### src/design/phf_pkg.sv
// Package for the PUS packet HDLC framer: field widths, line and header codes,
// item and job types. Used by every module of the block and by the testbench.
// Depends on nothing.
`default_nettype none

package phf_pkg;

    localparam int unsigned APP_ID_W = 11;
    localparam int unsigned SEQ_W    = 14;
    localparam int unsigned DLEN_W   = 12;
    localparam int unsigned PLEN_W   = 16;
    localparam int unsigned PLEN_EXT = PLEN_W + 1;

    localparam int unsigned NUM_COUNTERS_DEF = 8;
    localparam int unsigned MAX_DATA_LEN_DEF = 2048;

    localparam logic [APP_ID_W-1:0] SYS_ID_RESET = 11'd1;

    localparam logic [7:0] FLAG_BYTE = 8'h7E;
    localparam logic [7:0] ESC_BYTE  = 8'h7D;
    localparam logic [7:0] ESC_FLAG  = 8'h5E;
    localparam logic [7:0] ESC_ESC   = 8'h5D;
    localparam logic [7:0] PAD_BYTE  = 8'h00;
    localparam logic [1:0] SEQ_UNSEG = 2'b11;
    localparam logic [3:0] SEC_HDR   = 4'h1;
    localparam logic [PLEN_W-1:0] PLEN_OFFSET = 16'd5;

    localparam int unsigned HDR_BYTES = 10;
    localparam int unsigned JOB_SYMS  = 14;
    localparam int unsigned CNT_W     = $clog2(JOB_SYMS + 1);

    localparam logic CMD_HEADER = 1'b0;
    localparam logic CMD_DATA   = 1'b1;
    localparam logic PKT_TM     = 1'b0;
    localparam logic PKT_TC     = 1'b1;

    typedef struct packed {
        logic                command;
        logic                pkt_type;
        logic [APP_ID_W-1:0] app_id;
        logic [7:0]          dest_id;
        logic [3:0]          ack;
        logic [7:0]          service_type;
        logic [7:0]          service_subtype;
        logic [SEQ_W-1:0]    seq_count_in;
        logic [DLEN_W-1:0]   data_len;
        logic [7:0]          data_byte;
    } t_in_item;

    typedef struct packed {
        logic [7:0] out_byte;
        logic       run_last;
        logic       frame_end;
    } t_out_item;

    typedef logic [APP_ID_W-1:0] t_cfg_word;

    // One frame byte before stuffing: escape it or not, closing flag or not.
    typedef struct packed {
        logic [7:0] val;
        logic       stuff;
        logic       fend;
    } t_sym;

    typedef struct packed {
        t_sym [JOB_SYMS-1:0] sym;
        logic [CNT_W-1:0]    cnt;
    } t_job;

    function automatic t_sym mk_sym(input logic [7:0] val, input logic stuff,
                                    input logic fend);
        t_sym s;
        s.val   = val;
        s.stuff = stuff;
        s.fend  = fend;
        return s;
    endfunction

endpackage

`default_nettype wire

### src/design/phf_stream_if.sv
// Valid/ready channel used for the input items, the results and the
// configuration writes. The payload type is a parameter; depends on nothing.
`default_nettype none

interface phf_stream_if #(parameter type T = logic);
    logic valid;
    logic ready;
    T     data;

    modport source (output valid, output data, input ready);
    modport sink   (input valid, input data, output ready);
endinterface

`default_nettype wire

### src/design/phf_builder.sv
// Input register, sequence counters and frame state; turns each accepted header,
// and each data item of an open frame, into a job of unstuffed frame bytes held in a job register. Depends on phf_pkg.
`default_nettype none

module phf_builder #(
    parameter int unsigned NUM_COUNTERS = phf_pkg::NUM_COUNTERS_DEF,
    parameter int unsigned MAX_DATA_LEN = phf_pkg::MAX_DATA_LEN_DEF
) (
    input  wire logic          i_clk,
    input  wire logic          i_rst_n,
    phf_stream_if.sink         i_in,
    phf_stream_if.sink         i_cfg,
    output phf_pkg::t_job      o_job,
    output logic               o_job_valid,
    input  wire logic          i_job_take
);
    import phf_pkg::*;

    localparam int unsigned IDX_W       = (NUM_COUNTERS > 1) ? $clog2(NUM_COUNTERS) : 1;
    localparam int unsigned LEN_W       = $clog2(MAX_DATA_LEN + 1);
    localparam int unsigned RECIP_SHIFT = 20;
    localparam int unsigned RECIP       = ((1 << RECIP_SHIFT) + NUM_COUNTERS - 1)
                                          / NUM_COUNTERS;
    localparam int unsigned QN_W        = 20;

    logic [APP_ID_W-1:0] r_sys_id;
    logic                r_a_valid;
    t_in_item            r_a;
    logic [APP_ID_W-1:0] r_a_q;
    logic [7:0]          r_ctr [0:NUM_COUNTERS-1];
    logic [LEN_W-1:0]    r_rem;
    logic [7:0]          r_xor;
    logic                r_open;
    logic                r_job_valid;
    t_job                r_job;

    logic                a_adv;
    logic                in_acc;
    logic [APP_ID_W-1:0] key_in;
    logic [31:0]         prod_in;
    logic [APP_ID_W-1:0] key;
    logic [QN_W-1:0]     qn;
    logic [APP_ID_W-1:0] rem;
    logic [IDX_W-1:0]    idx;
    logic                use_cnt;
    logic [7:0]          ctr_cur;
    logic [SEQ_W-1:0]    seq;
    logic [PLEN_EXT-1:0] dlen_x;
    logic [PLEN_EXT-1:0] dlen_sat_x;
    logic [LEN_W-1:0]    dlen_sat;
    logic [PLEN_W-1:0]   plen;
    logic [7:0]          hdr [0:HDR_BYTES-1];
    logic [7:0]          hx;
    logic [7:0]          dx;
    logic                is_hdr;
    logic                job_gen;
    t_job                job;

    // Stage A: the counter index is key mod NUM_COUNTERS; the quotient comes
    // from a reciprocal multiply, exact for 11-bit keys.
    assign a_adv      = r_a_valid && (!r_job_valid || i_job_take);
    assign i_in.ready = !r_a_valid || a_adv;
    assign in_acc     = i_in.valid && i_in.ready;
    assign i_cfg.ready = 1'b1;

    assign key_in  = (i_in.data.pkt_type == PKT_TC) ? i_in.data.app_id
                                                     : APP_ID_W'(i_in.data.dest_id);
    assign prod_in = 32'(key_in) * 32'(RECIP);

    always_ff @(posedge i_clk) begin
        if (!i_rst_n) begin
            r_a_valid <= 1'b0;
            r_sys_id  <= SYS_ID_RESET;
        end else begin
            if (i_cfg.valid) begin
                r_sys_id <= i_cfg.data;
            end
            if (in_acc) begin
                r_a_valid <= 1'b1;
            end else if (a_adv) begin
                r_a_valid <= 1'b0;
            end
        end
    end

    always_ff @(posedge i_clk) begin
        if (in_acc) begin
            r_a   <= i_in.data;
            r_a_q <= prod_in[RECIP_SHIFT +: APP_ID_W];
        end
    end

    // Stage B: header fields, counter update and job assembly.
    assign is_hdr  = (r_a.command == CMD_HEADER);
    assign key     = (r_a.pkt_type == PKT_TC) ? r_a.app_id : APP_ID_W'(r_a.dest_id);
    assign qn      = QN_W'(r_a_q) * QN_W'(NUM_COUNTERS);
    assign rem     = key - qn[APP_ID_W-1:0];
    assign idx     = rem[IDX_W-1:0];
    assign ctr_cur = r_ctr[idx];
    assign use_cnt = ((r_a.pkt_type == PKT_TC) && (APP_ID_W'(r_a.dest_id) == r_sys_id))
                  || ((r_a.pkt_type == PKT_TM) && (r_a.app_id == r_sys_id));
    assign seq     = use_cnt ? SEQ_W'(ctr_cur) : r_a.seq_count_in;

    assign dlen_x     = PLEN_EXT'(r_a.data_len);
    assign dlen_sat_x = (dlen_x > PLEN_EXT'(MAX_DATA_LEN)) ? PLEN_EXT'(MAX_DATA_LEN) : dlen_x;
    assign dlen_sat   = dlen_sat_x[LEN_W-1:0];
    assign plen       = dlen_sat_x[PLEN_W-1:0] + PLEN_OFFSET;

    assign hdr[0] = {3'b000, r_a.pkt_type, 1'b1, r_a.app_id[10:8]};
    assign hdr[1] = r_a.app_id[7:0];
    assign hdr[2] = {SEQ_UNSEG, seq[13:8]};
    assign hdr[3] = seq[7:0];
    assign hdr[4] = plen[15:8];
    assign hdr[5] = plen[7:0];
    assign hdr[6] = (r_a.pkt_type == PKT_TC) ? {SEC_HDR, r_a.ack} : {SEC_HDR, 4'h0};
    assign hdr[7] = r_a.service_type;
    assign hdr[8] = r_a.service_subtype;
    assign hdr[9] = r_a.dest_id;

    always_comb begin
        hx = 8'h00;
        for (int i = 0; i < HDR_BYTES; i++) begin
            hx = hx ^ hdr[i];
        end
    end

    assign dx      = r_xor ^ r_a.data_byte;
    assign job_gen = is_hdr || r_open;

    always_comb begin
        job.sym = '0;
        job.cnt = '0;
        if (is_hdr) begin
            job.sym[0] = mk_sym(FLAG_BYTE, 1'b0, 1'b0);
            for (int i = 0; i < HDR_BYTES; i++) begin
                job.sym[i + 1] = mk_sym(hdr[i], 1'b1, 1'b0);
            end
            if (dlen_sat == '0) begin
                job.sym[HDR_BYTES + 1] = mk_sym(PAD_BYTE, 1'b1, 1'b0);
                job.sym[HDR_BYTES + 2] = mk_sym(hx, 1'b1, 1'b0);
                job.sym[HDR_BYTES + 3] = mk_sym(FLAG_BYTE, 1'b0, 1'b1);
                job.cnt = CNT_W'(HDR_BYTES + 4);
            end else begin
                job.cnt = CNT_W'(HDR_BYTES + 1);
            end
        end else begin
            job.sym[0] = mk_sym(r_a.data_byte, 1'b1, 1'b0);
            if (r_rem == LEN_W'(1)) begin
                job.sym[1] = mk_sym(PAD_BYTE, 1'b1, 1'b0);
                job.sym[2] = mk_sym(dx, 1'b1, 1'b0);
                job.sym[3] = mk_sym(FLAG_BYTE, 1'b0, 1'b1);
                job.cnt    = CNT_W'(4);
            end else begin
                job.cnt = CNT_W'(1);
            end
        end
    end

    always_ff @(posedge i_clk) begin
        if (!i_rst_n) begin
            for (int i = 0; i < NUM_COUNTERS; i++) begin
                r_ctr[i] <= 8'h00;
            end
            r_rem       <= '0;
            r_xor       <= 8'h00;
            r_open      <= 1'b0;
            r_job_valid <= 1'b0;
        end else begin
            if (a_adv && job_gen) begin
                r_job_valid <= 1'b1;
            end else if (i_job_take) begin
                r_job_valid <= 1'b0;
            end
            if (a_adv) begin
                if (is_hdr) begin
                    if (use_cnt) begin
                        r_ctr[idx] <= ctr_cur + 8'd1;
                    end
                    r_rem  <= dlen_sat;
                    r_open <= (dlen_sat != '0);
                    r_xor  <= (dlen_sat != '0) ? hx : 8'h00;
                end else if (r_open) begin
                    if (r_rem == LEN_W'(1)) begin
                        r_rem  <= '0;
                        r_open <= 1'b0;
                        r_xor  <= 8'h00;
                    end else begin
                        r_rem <= r_rem - LEN_W'(1);
                        r_xor <= dx;
                    end
                end
            end
        end
    end

    always_ff @(posedge i_clk) begin
        if (a_adv && job_gen) begin
            r_job <= job;
        end
    end

    assign o_job       = r_job;
    assign o_job_valid = r_job_valid;

endmodule

`default_nettype wire

### src/design/phf_stuffer.sv
// Byte stuffer: shifts the symbols of one job out one line byte per cycle unless
// stalled, escaping flag and escape bytes, into the output register. Depends on phf_pkg.
`default_nettype none

module phf_stuffer (
    input  wire logic          i_clk,
    input  wire logic          i_rst_n,
    input  wire phf_pkg::t_job i_job,
    input  wire logic          i_job_valid,
    output logic               o_job_take,
    phf_stream_if.source       o_out
);
    import phf_pkg::*;

    t_sym [JOB_SYMS-1:0] r_sym;
    logic [CNT_W-1:0]    r_cnt;
    logic                r_esc;
    logic                r_ov;
    t_out_item           r_out;

    logic      out_free;
    logic      step;
    logic      special;
    logic      consume;
    logic      fin;
    logic      load;
    t_out_item emit;

    assign out_free = !r_ov || o_out.ready;
    assign step     = out_free && (r_cnt != '0);
    assign special  = r_sym[0].stuff
                   && ((r_sym[0].val == FLAG_BYTE) || (r_sym[0].val == ESC_BYTE));
    assign consume  = r_esc || !special;
    assign fin      = consume && (r_cnt == CNT_W'(1));
    assign load     = i_job_valid && ((r_cnt == '0) || (step && fin));
    assign o_job_take = load;

    always_comb begin
        if (r_esc) begin
            emit.out_byte = (r_sym[0].val == FLAG_BYTE) ? ESC_FLAG : ESC_ESC;
        end else if (special) begin
            emit.out_byte = ESC_BYTE;
        end else begin
            emit.out_byte = r_sym[0].val;
        end
        emit.run_last  = fin;
        emit.frame_end = consume && r_sym[0].fend;
    end

    always_ff @(posedge i_clk) begin
        if (!i_rst_n) begin
            r_cnt <= '0;
            r_esc <= 1'b0;
            r_ov  <= 1'b0;
        end else begin
            if (load) begin
                r_cnt <= i_job.cnt;
                r_esc <= 1'b0;
            end else if (step) begin
                if (consume) begin
                    r_cnt <= r_cnt - CNT_W'(1);
                    r_esc <= 1'b0;
                end else begin
                    r_esc <= 1'b1;
                end
            end
            if (step) begin
                r_ov <= 1'b1;
            end else if (o_out.ready) begin
                r_ov <= 1'b0;
            end
        end
    end

    always_ff @(posedge i_clk) begin
        if (load) begin
            r_sym <= i_job.sym;
        end else if (step && consume) begin
            for (int i = 0; i < JOB_SYMS - 1; i++) begin
                r_sym[i] <= r_sym[i + 1];
            end
            r_sym[JOB_SYMS-1] <= '0;
        end
        if (step) begin
            r_out <= emit;
        end
    end

    assign o_out.valid = r_ov;
    assign o_out.data  = r_out;

    a_esc_pending: assert property (@(posedge i_clk) disable iff (!i_rst_n)
        r_esc |-> (r_cnt != '0) && special)
        else $error("escape pending without an escapable symbol");

    a_end_is_last: assert property (@(posedge i_clk) disable iff (!i_rst_n)
        (r_ov && r_out.frame_end) |-> (r_out.run_last && (r_out.out_byte == FLAG_BYTE)))
        else $error("closing flag not marked as last byte of its transfer");

    a_cnt_range: assert property (@(posedge i_clk) disable iff (!i_rst_n)
        r_cnt <= CNT_W'(JOB_SYMS))
        else $error("symbol count out of range");

    a_load_gap: assert property (@(posedge i_clk) disable iff (!i_rst_n)
        (load && (r_cnt != '0)) |-> (step && fin))
        else $error("job loaded over unsent symbols");

endmodule

`default_nettype wire

### src/design/pus_packet_hdlc_framer_unit.sv
// Top level of the PUS packet HDLC framer: builder stage followed by the byte
// stuffer. Depends on phf_pkg, phf_stream_if, phf_builder and phf_stuffer.
//
// A header transfer opens a frame and produces the start flag and ten header
// bytes (plus pad, checksum and end flag when the data length is zero); each
// following data transfer produces its byte, and the last one also closes the
// frame. The output side emits one line byte per cycle while the receiver is
// ready. A data byte causes one or two line bytes (four to six for the last
// one), a header eleven to twenty-one (fourteen to twenty-five when the data
// length is zero). The stuffer's one-byte-per-cycle shift register sets the
// pace; the input register and job register ahead of it let the next item be
// taken while the current one is still being sent. An item passes through the
// input register, job register, stuffer symbol register and output register. The
// configuration register should be written only while no item is in flight.
`default_nettype none

module pus_packet_hdlc_framer_unit #(
    parameter int unsigned NUM_COUNTERS = phf_pkg::NUM_COUNTERS_DEF,
    parameter int unsigned MAX_DATA_LEN = phf_pkg::MAX_DATA_LEN_DEF
) (
    input  wire logic    i_clk,
    input  wire logic    i_rst_n,
    phf_stream_if.sink   i_in,
    phf_stream_if.sink   i_cfg,
    phf_stream_if.source o_out
);
    import phf_pkg::*;

    t_job job;
    logic job_valid;
    logic job_take;

    phf_builder #(
        .NUM_COUNTERS (NUM_COUNTERS),
        .MAX_DATA_LEN (MAX_DATA_LEN)
    ) u_builder (
        .i_clk       (i_clk),
        .i_rst_n     (i_rst_n),
        .i_in        (i_in),
        .i_cfg       (i_cfg),
        .o_job       (job),
        .o_job_valid (job_valid),
        .i_job_take  (job_take)
    );

    phf_stuffer u_stuffer (
        .i_clk       (i_clk),
        .i_rst_n     (i_rst_n),
        .i_job       (job),
        .i_job_valid (job_valid),
        .o_job_take  (job_take),
        .o_out       (o_out)
    );

endmodule

`default_nettype wire

### src/flat_wrapper.sv
// flat-port wrapper written by rule: the top's interface ports become plain ports
module pus_packet_hdlc_framer_unit_flat import phf_pkg::*;
#(
    parameter int unsigned NUM_COUNTERS = phf_pkg::NUM_COUNTERS_DEF,
    parameter int unsigned MAX_DATA_LEN = phf_pkg::MAX_DATA_LEN_DEF
)
  (i_clk, i_rst_n, i_in_valid, i_in_data, i_in_ready, i_cfg_valid, i_cfg_data, i_cfg_ready, o_out_valid, o_out_data, o_out_ready);
  phf_stream_if #(.T(t_in_item)) i_in_i ();
  phf_stream_if #(.T(t_cfg_word)) i_cfg_i ();
  phf_stream_if #(.T(t_out_item)) o_out_i ();
  input  wire logic i_clk;
  input  wire logic i_rst_n;
  input wire logic [$bits(i_in_i.valid)-1:0] i_in_valid;
  input wire logic [$bits(i_in_i.data)-1:0] i_in_data;
  output wire logic [$bits(i_in_i.ready)-1:0] i_in_ready;
  input wire logic [$bits(i_cfg_i.valid)-1:0] i_cfg_valid;
  input wire logic [$bits(i_cfg_i.data)-1:0] i_cfg_data;
  output wire logic [$bits(i_cfg_i.ready)-1:0] i_cfg_ready;
  output wire logic [$bits(o_out_i.valid)-1:0] o_out_valid;
  output wire logic [$bits(o_out_i.data)-1:0] o_out_data;
  input wire logic [$bits(o_out_i.ready)-1:0] o_out_ready;
  assign i_in_i.valid = i_in_valid;
  assign i_in_i.data = i_in_data;
  assign i_in_ready = i_in_i.ready;
  assign i_cfg_i.valid = i_cfg_valid;
  assign i_cfg_i.data = i_cfg_data;
  assign i_cfg_ready = i_cfg_i.ready;
  assign o_out_valid = o_out_i.valid;
  assign o_out_data = o_out_i.data;
  assign o_out_i.ready = o_out_ready;
  pus_packet_hdlc_framer_unit #(.NUM_COUNTERS(NUM_COUNTERS), .MAX_DATA_LEN(MAX_DATA_LEN)) u_core (.i_clk(i_clk), .i_rst_n(i_rst_n), .i_in(i_in_i), .i_cfg(i_cfg_i), .o_out(o_out_i));
endmodule
### config.mk
export PLATFORM = sky130hd
export DESIGN_NAME = pus_packet_hdlc_framer_unit_flat
export DESIGN_NICKNAME = d
export VERILOG_FILES = /design/src/design/phf_pkg.sv /design/src/design/phf_stream_if.sv /design/src/design/phf_builder.sv /design/src/design/phf_stuffer.sv /design/src/design/pus_packet_hdlc_framer_unit.sv /design/src/flat_wrapper.sv
export SDC_FILE = /design/constraint.sdc
export NUM_CORES = 1
export LEC_CHECK = 0
export ABC_AREA = 1
export BUFFER_PORTS_ARGS = -buffer_cell sky130_fd_sc_hd__buf_2
export CORE_MARGIN = 3
export CORE_UTILIZATION = 35
export DETAILED_ROUTE_END_ITERATION = 8
export PLACE_DENSITY = 0.5
export SLEW_MARGIN = 20
export SYNTH_ARGS = -nofsm -noshare
export SYNTH_HDL_FRONTEND = slang
export SYNTH_SLANG_ARGS = --single-unit
### constraint.sdc
create_clock -name i_clk -period 9.5 [get_ports i_clk]
set_clock_uncertainty 0.1 [all_clocks]
set_input_delay 1.425 -clock i_clk [delete_from_list [all_inputs] [get_ports i_clk]]
set_output_delay 1.425 -clock i_clk [all_outputs]
set_load 0.005 [all_outputs]
==> out/metrics.csv, run 1 <==
metric,value,unit
status,finished clean,
Yosys Warn Count,0,
syn avg cell area,10.11,µm²
CTS tree,yes,
placer's final routability congestion estimate,0.8259,
Worst path depth,12,
crit end category,primary output,
clk_lat worst skew,0.58,ns
Die Ht,236.4,µm
crit path time final,3.970,ns
Least-Margin Pin Slew,0.9221,ns
drt total wl,45720,µm
GRT Total Usage,16.46,%
worst hold stages,2,
Multi-input gate area,0.005544,mm²
via count,12452,
WP data required,7.98,ns
leak pwr,0.008988,µW
DPL Wire Length,31030,µm
Sink Count,411,
final setup fails,0,
Die Wd,236.4,µm
die area,0.05587,mm²
area grow syn2layout,13.95,%
first-pass GRT wire length,71480,µm
RSZ-0062 raised after global routing,false,
max_cap viols,0,
vias per cell,4.688,
Post-synth EDFFs,371,
asr flop ratio synth,0,%
nets,2037,
DRC Markers,0,
GRT met3 Usage,2.409,%
Setup Buffers After CTS,0,
total grt overflow,0,
largest net degree at the start of global routing,76,
initial antenna violation count,0,
Top delay family on crit path,simple AND/OR/NAND/NOR gates,
root buf cell,clkbuf_16,
# port buffers,102,
final core utilization,40.76,%
GR Layer Usage met2,26.20,%
Fillers,5137,
Highest Clock Rate,251.9,MHz
met1 Usage GRT,23.31,%
FF+latch area,0.01194,mm²
Post-synth top flop,edfxtp_1,
Placement Setup Slack,4.901,ns
synthesized area,0.01858,mm²
crit path cell chain,nor4_1 > and3_1 > nand2_1 > nand2_1 > inv_2 > nand2_1 > nand2_1 > inv_1 > nand2_1 > inv_1 > nand2_1 > buf_2,
Slew Limit Fails,0,
post-route ant nets,0,
Final period util,41.79,%
WP buf/inv,4,
total negative slack,0,ns
HP Class,reg -> reg,
Mapped Cells,1837,
vias in the first global route,12234,
hold_buf cts,0,
initial drt markers,919,
Initial Utilization,35.77,%
critical path type,reg -> out,
number of core rows,83,
Crit path arrival time,2.44,ns
core box area,0.05192,mm²
boundary pin count,104,
Antenna diodes,0,
Final Worst Setup Slack,5.530,ns
number of failing hold endpoints at the final stage,0,
Max-slew headroom,38.53,%
GR peak layer,met2,
r2r worst-path depth,14,
Max IR drop VDD,0.1443,mV
share of layout cells above drive strength 1,12.20,%
crit path max fanout,4,
Post-Synthesis Net Count,1936,
H-tree levels,2,
crit path launch type,register,
clock-pin slew on the worst setup and hold paths,0.05,ns
routed len/inst,17.21,µm
"Seq/Total Area, Yosys",64.29,%
CP max-delay cell,edfxtp_1,
post-synth cell types,53,
synthesized flop and latch total,411,
drt pass-1 iters,5,
post-CTS resize count,0,
CTS max path bufs,3,
CTS buffer count,47,
"Largest stage delay, worst path",0.39,ns
most frequent cell on the critical path,nand2_1,
PD cells,257.9,mW/mm²
-- stage by stage --
| stage | hold WS, ns | total power, µW | area (µm²) | std cells |
|---|---|---|---|---|
| finish | 0.3641 | 5460 | 21170 | 2656 |
| global route | 0.3986 | 5773 | 21170 | 2656 |
| CTS | 0.3631 | 5531 | 21170 | 2656 |
| detailed placement | 0.3543 | 3765 | 19690 | 2569 |
| global placement | 0.3455 | 3739 | 19670 | 2568 |
| floorplan | 0.3293 | 3459 | 18580 | 1837 |
-- cell usage in the layout, fill, tap and decap left out, drive strengths merged, types with 13 or more instances in the layout --
master	count
nand2	638
edfxtp	371
nor2	212
inv	194
buf	114
clkbuf	65
a21oi	57
nand3	57
o21ai	52
dfxtp	40
nand4	34
xnor2	28
xor2	28
clkinv	20
o22ai	13
-- worst reg2reg max path: cells and delay by family, from the launching register on --
kind	cells	cell delay, ns
buffers and inverters	1	0.06
xor gates and xnor gates	1	0.45
DFF	1	0.88
and+or+nand+nor	10	1.75
AOI/OAI and AO/OA	1	0.18
adders and majority gates	1	0.25
-- cell type report --
class	count	area share, %
multi-input combinational	1168	26.19
tap	680	4.020
timing repair buffer	114	2.896
clock inverter	22	0.8926
clock buffer	65	6.071
inverter	196	3.511
sequential	411	56.42
-- sequential cells by signal (all words and copies together) (netlist names) --
register	flops
u_core.u_stuffer.r_cnt	4
u_core.u_stuffer.o_out.valid	1
u_core.u_builder.dlen_x	12
u_core.u_builder.r_rem	12
u_core.u_builder.o_job_valid	1
u_core.u_stuffer.r_esc	1
u_core.u_builder.r_open	1
u_core.u_builder.r_sys_id	11
u_core.u_builder.o_job	92
u_core.u_builder.r_a_valid	1
u_core.u_stuffer.r_sym	130
u_core.u_builder.hdr	36
u_core.u_stuffer.o_out.data	10
u_core.u_builder.r_xor	8
u_core.u_builder.r_ctr	64
u_core.u_builder.r_a	27
-- logic make-up after synthesis --
kind of cell             Yosys count  share of synthesized area, %
XOR/XNOR                          58                         3.206
AND/OR/NAND/NOR                  968                         22.07
adder cells (fa/ha/maj)            8                        0.5389
AO/OA/AOI/OAI                    132                         3.907
other                              2                       0.04043
flip-flops                       411                         64.29
buffers and inverters            258                         5.948
-- cells in the mapped netlist, drive strengths merged, types with 2 or more instances --
| library cell | count | area share, % |
|---|---|---|
| conb | 2 | 0.040 |
| xor2 | 28 | 1.6 |
| clkbuf | 23 | 0.46 |
| a31oi | 3 | 0.10 |
| and3 | 2 | 0.094 |
| dfxtp | 40 | 4.3 |
| o22ai | 13 | 0.44 |
| xnor2 | 28 | 1.4 |
| inv | 195 | 4.0 |
| edfxtp | 371 | 60 |
| ha | 8 | 0.54 |
| buf | 39 | 1.5 |
| nand3b | 4 | 0.16 |
| a21oi | 57 | 1.6 |
| a21o | 2 | 0.081 |
| nor2 | 212 | 4.4 |
| o21ai | 52 | 1.5 |
| nand2 | 638 | 13 |
| or2 | 11 | 0.37 |
| nand4 | 34 | 1.9 |
| nand3 | 57 | 1.7 |
| nor3 | 8 | 0.22 |
| xnor3 | 2 | 0.24 |
-- worst paths after layout --
path	startpoint	end	slack, ns
setup / recovery	u_core.u_stuffer.r_sym[9]	i_in_ready	5.53
hold / removal	u_core.u_builder.r_open	u_core.u_builder.r_open	0.36
setup reg to reg	u_core.u_builder.hdr[76]	u_core.u_builder.r_ctr[3][4]	5.56
hold reg to reg	u_core.u_builder.r_open	u_core.u_builder.r_open	0.36
-- where the power goes --
group / total (µW) / switching, µW / internal, µW
sequential: 2710 / 136 / 2580
combinational: 991 / 687 / 304
clock: 1750 / 729 / 1030
-- per-layer routing --
layer | routed length [µm] | vias up | part of all wire (%)
li1 | - | 6214 | -
met3 | 2257 | 59 | 4.9
met1 | 21300 | 5874 | 47
met5 | 0 | - | 0
met2 | 21080 | 305 | 46
met4 | 1080 | 0 | 2.4
Note: power is estimated with default switching activity, not from simulation.
==> run 2, diff against run 1 <==
Settings changed: ABC_AREA 1 to 0.
Clock period 9.5 ns to 3.8 ns, I/O delays scaled along.
==> out/metrics.csv, run 2 <==
metric,value,unit,change
Setup Buffers After CTS,0,,unchanged
Placement Setup Slack,0.3064,ns,-4.594 ns
number of failing hold endpoints at the final stage,0,,unchanged
largest net degree at the start of global routing,101,,+33%
root buf cell,clkbuf_16,,
final setup fails,0,,unchanged
crit path launch,u_core.u_builder.hdr[76],,
Initial Utilization,35.78,%,about the same
synthesized flop and latch total,411,,unchanged
Crit path arrival time,3.72,ns,+1.28 ns
WP data required,4.00,ns,-3.98 ns
Die Wd,230.9,µm,-2.3%
Slew Limit Fails,0,,unchanged
Die Ht,230.9,µm,-2.3%
Post-synth EDFFs,371,,unchanged
crit path time final,3.523,ns,
"commonest non-fill, non-tap cell in the layout",edfxtp_1,,
HP Class,in -> reg,,
H-tree levels,2,,unchanged
area grow syn2layout,16.21,%,
via count,10965,,-12%
max reg flops,130,,unchanged
Final Worst Setup Slack,0.2768,ns,-5.254 ns
Design Power,13810,µW,+150%
RSZ-0062 raised after global routing,false,,
initial antenna violation count,1,,+1
Final period util,92.72,%,
Post-Synthesis Net Count,1521,,-21%
DRC Markers,0,,unchanged
CP endpoint,u_core.u_builder.r_ctr[4][5],,
crit path max fanout,14,,+10
Multi-input gate area,0.005421,mm²,-2.2%
Max-slew headroom,37.66,%,-0.87 points
Mapped Cells,1422,,-23%
placer's final routability congestion estimate,0.8728,,+5.7%
crit end category,register,,
status,finished clean,,
Highest Clock Rate,283.8,MHz,
first-pass GRT wire length,68010,µm,-4.9%
most frequent cells in the layout,"edfxtp_1 (371), nand2_1 (336), nor2_1 (133)",,
Largest Register,u_core.u_stuffer.r_sym,,
max_cap viols,0,,unchanged
GRT Total Usage,16.93,%,+0.47 points
vias per cell,4.886,,+4.2%
Least-Margin Pin Slew,0.9351,ns,+0.01302 ns
Antenna diodes,0,,unchanged
r2r setup slk,0.28,ns,-5.28 ns
syn avg cell area,12.44,µm²,+23%
die area,0.05329,mm²,-4.6%
drt pass-1 iters,5,,unchanged
r2r worst-path depth,8,,-6
PD cells,671.7,mW/mm²,+160%
asr flop ratio synth,0,%,unchanged
critical register-to-register path endpoint,u_core.u_builder.r_ctr[4][5],,
Sink Count,411,,unchanged
share of layout cells above drive strength 1,15.44,%,+3.2 points
Synth top area share,62.96,%,+3.0 points
CTS tree,yes,,
CTS buffer count,47,,unchanged
Synth area leader,edfxtp_1,,
routed len/inst,20.15,µm,+17%
Yosys Warn Count,0,,unchanged
post-CTS resize count,0,,unchanged
Max IR drop VDD,0.3196,mV,+120%
total grt overflow,0,,unchanged
crit path launch type,register,,
leak pwr,0.007865,µW,-12%
CTS max path bufs,3,,unchanged
"Seq/Total Area, Yosys",67.48,%,+3.2 points
Fillers,4771,,-7.1%
DPL Wire Length,30990,µm,-0.13%
Post-synth top cells,"edfxtp_1 (371), nand2_1 (337), nor2_1 (134), xnor2_1 (79), and2_1 (50)",,
core box area,0.04946,mm²,-4.8%
initial drt markers,894,,-2.7%
boundary pin count,104,,unchanged
"top cells by area, synth","edfxtp_1 (63%), nand2_1 (7.1%), dfxtp_1 (4.5%)",,
nets,1642,,-19%
total negative slack,0,ns,unchanged
# port buffers,102,,unchanged
FF+latch area,0.01194,mm²,unchanged
synthesized area,0.01770,mm²,-4.7%
clock-pin slew on the worst setup and hold paths,0.06,ns,about the same
vias in the first global route,10944,,-11%
drt total wl,45210,µm,-1.1%
critical path type,reg -> reg,,
final core utilization,41.58,%,+0.82 points
hold_buf cts,0,,unchanged
number of core rows,81,,-2.4%
post-route ant nets,0,,unchanged
Post-synth top flop,edfxtp_1,,
FF-to-FF Start,u_core.u_builder.hdr[76],,
post-synth cell types,76,,+43%
most frequent cell after synthesis,edfxtp_1,,
clk_lat worst skew,0.57,ns,about the same
run 2: cell count changes after synthesis, moves of 17 or more:
cell and change:
mux2i_1 +32, nor2_1 -74, xnor2_1 +52, nand4_1 -17
inv_1 -162, nand3_1 -48, nor2b_1 +34, and2_1 +50
nand2_1 -287, a21oi_1 -30
run 2: metal layers:
layer	share of wire [%]	wire length, µm	track usage [%]
met1	44	20050	22.85
met2	48	21740	27.91
met3	4.6	2059	2.530
met4	3.0	1362	5.985
met5	0	0	0
run 2: critical path, stage by stage, from the launching register on:
cell and delay (ns):
edfxtp_1 0.75, mux2i_2 0.61, nor2_1 0.23, o2bb2ai_1 0.19
a22oi_1 0.47, nand2_1 0.20, and4bb_1 0.27, xor2_2 0.34
nor2_1 0.07
run 2: report_power, final:
group | leakage (µW) | switching (µW) | internal [µW]
sequential | 0.00397 | 362 | 6460
combinational | 0.00318 | 1670 | 929
clock | 0.000718 | 1820 | 2580
run 2: through the flow:
step	cell area, µm²	hold slack, ns	std cells
2_1_floorplan	17720	0.3244	1422
3_3_place_gp	19070	0.3646	2158
3_5_place_dp	19070	0.3759	2158
4_1_cts	20560	0.03278	2244
5_1_grt	20560	0.04878	2244
6_report	20560	0.07722	2244
run 2: logic make-up (layout without fill, tap and decap cells):
logic type               after synthesis  in the layout  share of synthesized area (%)
AO/OA/AOI/OAI                        119            119                          4.730
XOR/XNOR                             106            106                          5.374
other                                  2              2                        0.04244
AND/OR/NAND/NOR                      647            647                          16.42
adder cells (fa/ha/maj)                8              8                         0.5657
multiplexers                          47             47                          3.274
buffers and inverters                 82            240                          2.114
flip-flops                           411            411                          67.48
run 2: area by class of cell:
type / count / share of cell area [%]
Inverter: 23 / 0.4320
Sequential cell: 411 / 58.07
Multi-Input combinational cell: 929 / 26.36
Tap cell: 664 / 4.040
Timing Repair Buffer: 131 / 3.845
Clock buffer: 59 / 6.194
Clock inverter: 27 / 1.059
run 2: how the worst min path moves through the flow:
| stage | from | to | slack [ns] | cells past startpoint |
|---|---|---|---|---|
| floorplan | u_core.u_builder.r_a[74] | u_core.u_builder.o_job[5] | 0.32 | 0 |
| global placement | u_core.u_builder.r_rem[10] | u_core.u_builder.r_rem[10] | 0.36 | 2 |
| detailed placement | u_core.u_builder.r_rem[10] | u_core.u_builder.r_rem[10] | 0.38 | 2 |
| CTS | i_in_data[70] | u_core.u_builder.hdr[72] | 0.03 | 1 |
| global route | i_in_data[50] | u_core.u_builder.r_a[50] | 0.05 | 1 |
| finish | i_in_data[50] | u_core.u_builder.r_a[50] | 0.08 | 1 |
==> run 3, diff against run 2 <==
Settings changed: BUFFER_PORTS_ARGS -buffer_cell sky130_fd_sc_hd__buf_2 to -buffer_cell sky130_fd_sc_hd__buf_4, CORE_UTILIZATION 35 to 54, PLACE_DENSITY 0.5 to 0.71.
==> out/metrics.csv, run 3 (synthesized netlist as in run 2, its figures left out) <==
metric,value,unit,change
crit path time final,3.489,ns,-0.03376 ns
Design Power,13400,µW,-3.0%
crit path max fanout,14,,unchanged
Largest Register,u_core.u_stuffer.r_sym,,
WP data required,3.99,ns,about the same
"commonest non-fill, non-tap cell in the layout",edfxtp_1,,
CP max-delay cell,edfxtp_1,,
leak pwr,0.007859,µW,about the same
hold_sp,i_in_data[23],,
r2r worst-path depth,8,,unchanged
Fillers,2475,,-48%
critical path type,reg -> reg,,
largest net degree at the start of global routing,131,,+30%
# port buffers,102,,unchanged
CTS buffer count,43,,-8.5%
first-pass GRT wire length,61070,µm,-10%
HP Class,in -> reg,,
CTS tree,yes,,
Antenna diodes,0,,unchanged
number of core rows,65,,-20%
clock-pin slew on the worst setup and hold paths,0.06,ns,about the same
area grow syn2layout,14.81,%,
via count,11084,,+1.1%
number of failing hold endpoints at the final stage,0,,unchanged
DR WL met2,18610,µm,-14%
Final period util,91.83,%,-0.89 points
share of layout cells above drive strength 1,14.99,%,-0.46 points
routed len/inst,19.93,µm,-1.1%
drt pass-1 iters,5,,unchanged
DR top layer,met4,,
status,finished clean,,
"Largest stage delay, worst path",0.74,ns,about the same
critical register-to-register path endpoint,u_core.u_builder.r_ctr[5][5],,
met3 WL post-DR,2932,µm,+42%
r2r setup slk,0.31,ns,+0.03 ns
most frequent cells in the layout,"edfxtp_1 (371), nand2_1 (336), nor2_1 (133)",,
vias in the first global route,10617,,-3.0%
DRC Markers,0,,unchanged
post-CTS resize count,0,,unchanged
Crit path arrival time,3.68,ns,-0.04 ns
Setup Buffers After CTS,0,,unchanged
Die Wd,187.0,µm,-19%
FF+latch area,0.01194,mm²,unchanged
hold_buf cts,0,,unchanged
total grt overflow,0,,unchanged
Highest Clock Rate,286.6,MHz,+0.97%
crit end category,register,,
Slew Limit Fails,0,,unchanged
Top delay family on crit path,multiplexers,,
root buf cell,clkbuf_16,,
placer's final routability congestion estimate,0.9098,,+4.2%
final core utilization,63.56,%,+22 points
final setup fails,0,,unchanged
worst hold stages,1,,unchanged
crit path cell chain,mux2_2 > mux4_2 > mux2i_1 > inv_1 > and2_1 > and4bb_1 > xor2_2 > nor2_1,,
DRT met1 WL,17050,µm,-15%
die area,0.03498,mm²,-34%
max reg flops,130,,unchanged
GRT Total Usage,22.45,%,+5.5 points
FF-to-FF Start,u_core.u_builder.hdr[76],,
Least-Margin Pin Slew,0.9838,ns,+0.04871 ns
Worst path depth,8,,unchanged
nets,1632,,-0.61%
WP buf/inv,1,,+1
crit path launch type,register,,
Sink Count,411,,unchanged
post-route ant nets,0,,unchanged
PD cells,659.6,mW/mm²,-1.8%
RSZ-0062 raised after global routing,false,,
vias per cell,5.534,,+13%
H-tree levels,2,,unchanged
worst-case hold path end point,u_core.u_builder.r_a[23],,
Multi-input gate area,0.005413,mm²,-0.16%
core box area,0.03196,mm²,-35%
Initial Utilization,55.37,%,+20 points
initial antenna violation count,0,,-1
boundary pin count,104,,unchanged
total negative slack,0,ns,unchanged
clk_lat worst skew,0.55,ns,-0.02 ns
max_cap viols,0,,unchanged
CTS max path bufs,3,,unchanged
drt total wl,39930,µm,-12%
DPL Wire Length,27010,µm,-13%
Max IR drop VDD,0.6157,mV,+93%
initial drt markers,935,,+4.6%
Max-slew headroom,33.72,%,-3.9 points
Die Ht,187.0,µm,-19%
==> run 3: final cells by class <==
type                    instances  share of cell area (%)
flip-flops and latches        411                   58.78
multi-input cells             929                   26.64
clock buffers                  59                   6.042
repair buffers                125                   4.804
well taps                     435                   2.679
clock inverters                21                  0.6159
inverters                      23                  0.4373
==> run 3: layer usage <==
metal	vias to the layer above	global-route usage [%]
li1	5185	-
met1	5367	31.39
met2	450	35.49
met3	82	4.666
met4	0	7.648
met5	-	0
==> run 3: how the worst max path moves through the flow <==
stage,start,end,slack [ns]
2_1_floorplan,u_core.u_stuffer.r_sym[2],u_core.u_stuffer.r_sym[0],0.31
3_3_place_gp,u_core.u_builder.hdr[76],u_core.u_builder.r_ctr[7][5],0.46
3_5_place_dp,u_core.u_builder.hdr[76],u_core.u_builder.r_ctr[5][5],0.36
4_1_cts,u_core.u_builder.hdr[76],u_core.u_builder.r_ctr[5][5],0.34
5_1_grt,u_core.u_builder.hdr[76],u_core.u_builder.r_ctr[5][5],0.14
6_report,u_core.u_builder.hdr[76],u_core.u_builder.r_ctr[5][5],0.31
==> run 3: power by group <==
group | switching (µW) | internal, µW
clock network | 1710 | 2270
logic | 1640 | 931
registers | 372 | 6480
total | 3720 | 9680
==> run 3: worst register-to-register path, stage by stage (launching register included) <==
cell and delay (ns):
edfxtp_1 0.74, mux2_2 0.50, mux4_2 0.57, mux2i_1 0.35
inv_1 0.10, and2_1 0.18, and4bb_1 0.24, xor2_2 0.36
nor2_1 0.09
==> run 3: through the flow <==
stage	setup WS, ns	instances	instance area [µm²]	hold WS [ns]
global placement	0.4574	1923	18960	0.3672
global route	0.1385	2003	20320	0.07509
detailed placement	0.3639	1923	18960	0.3794
CTS	0.3395	2003	20320	0.07051
finish	0.3106	2003	20320	0.09291
floorplan	0.3051	1422	17720	0.3244
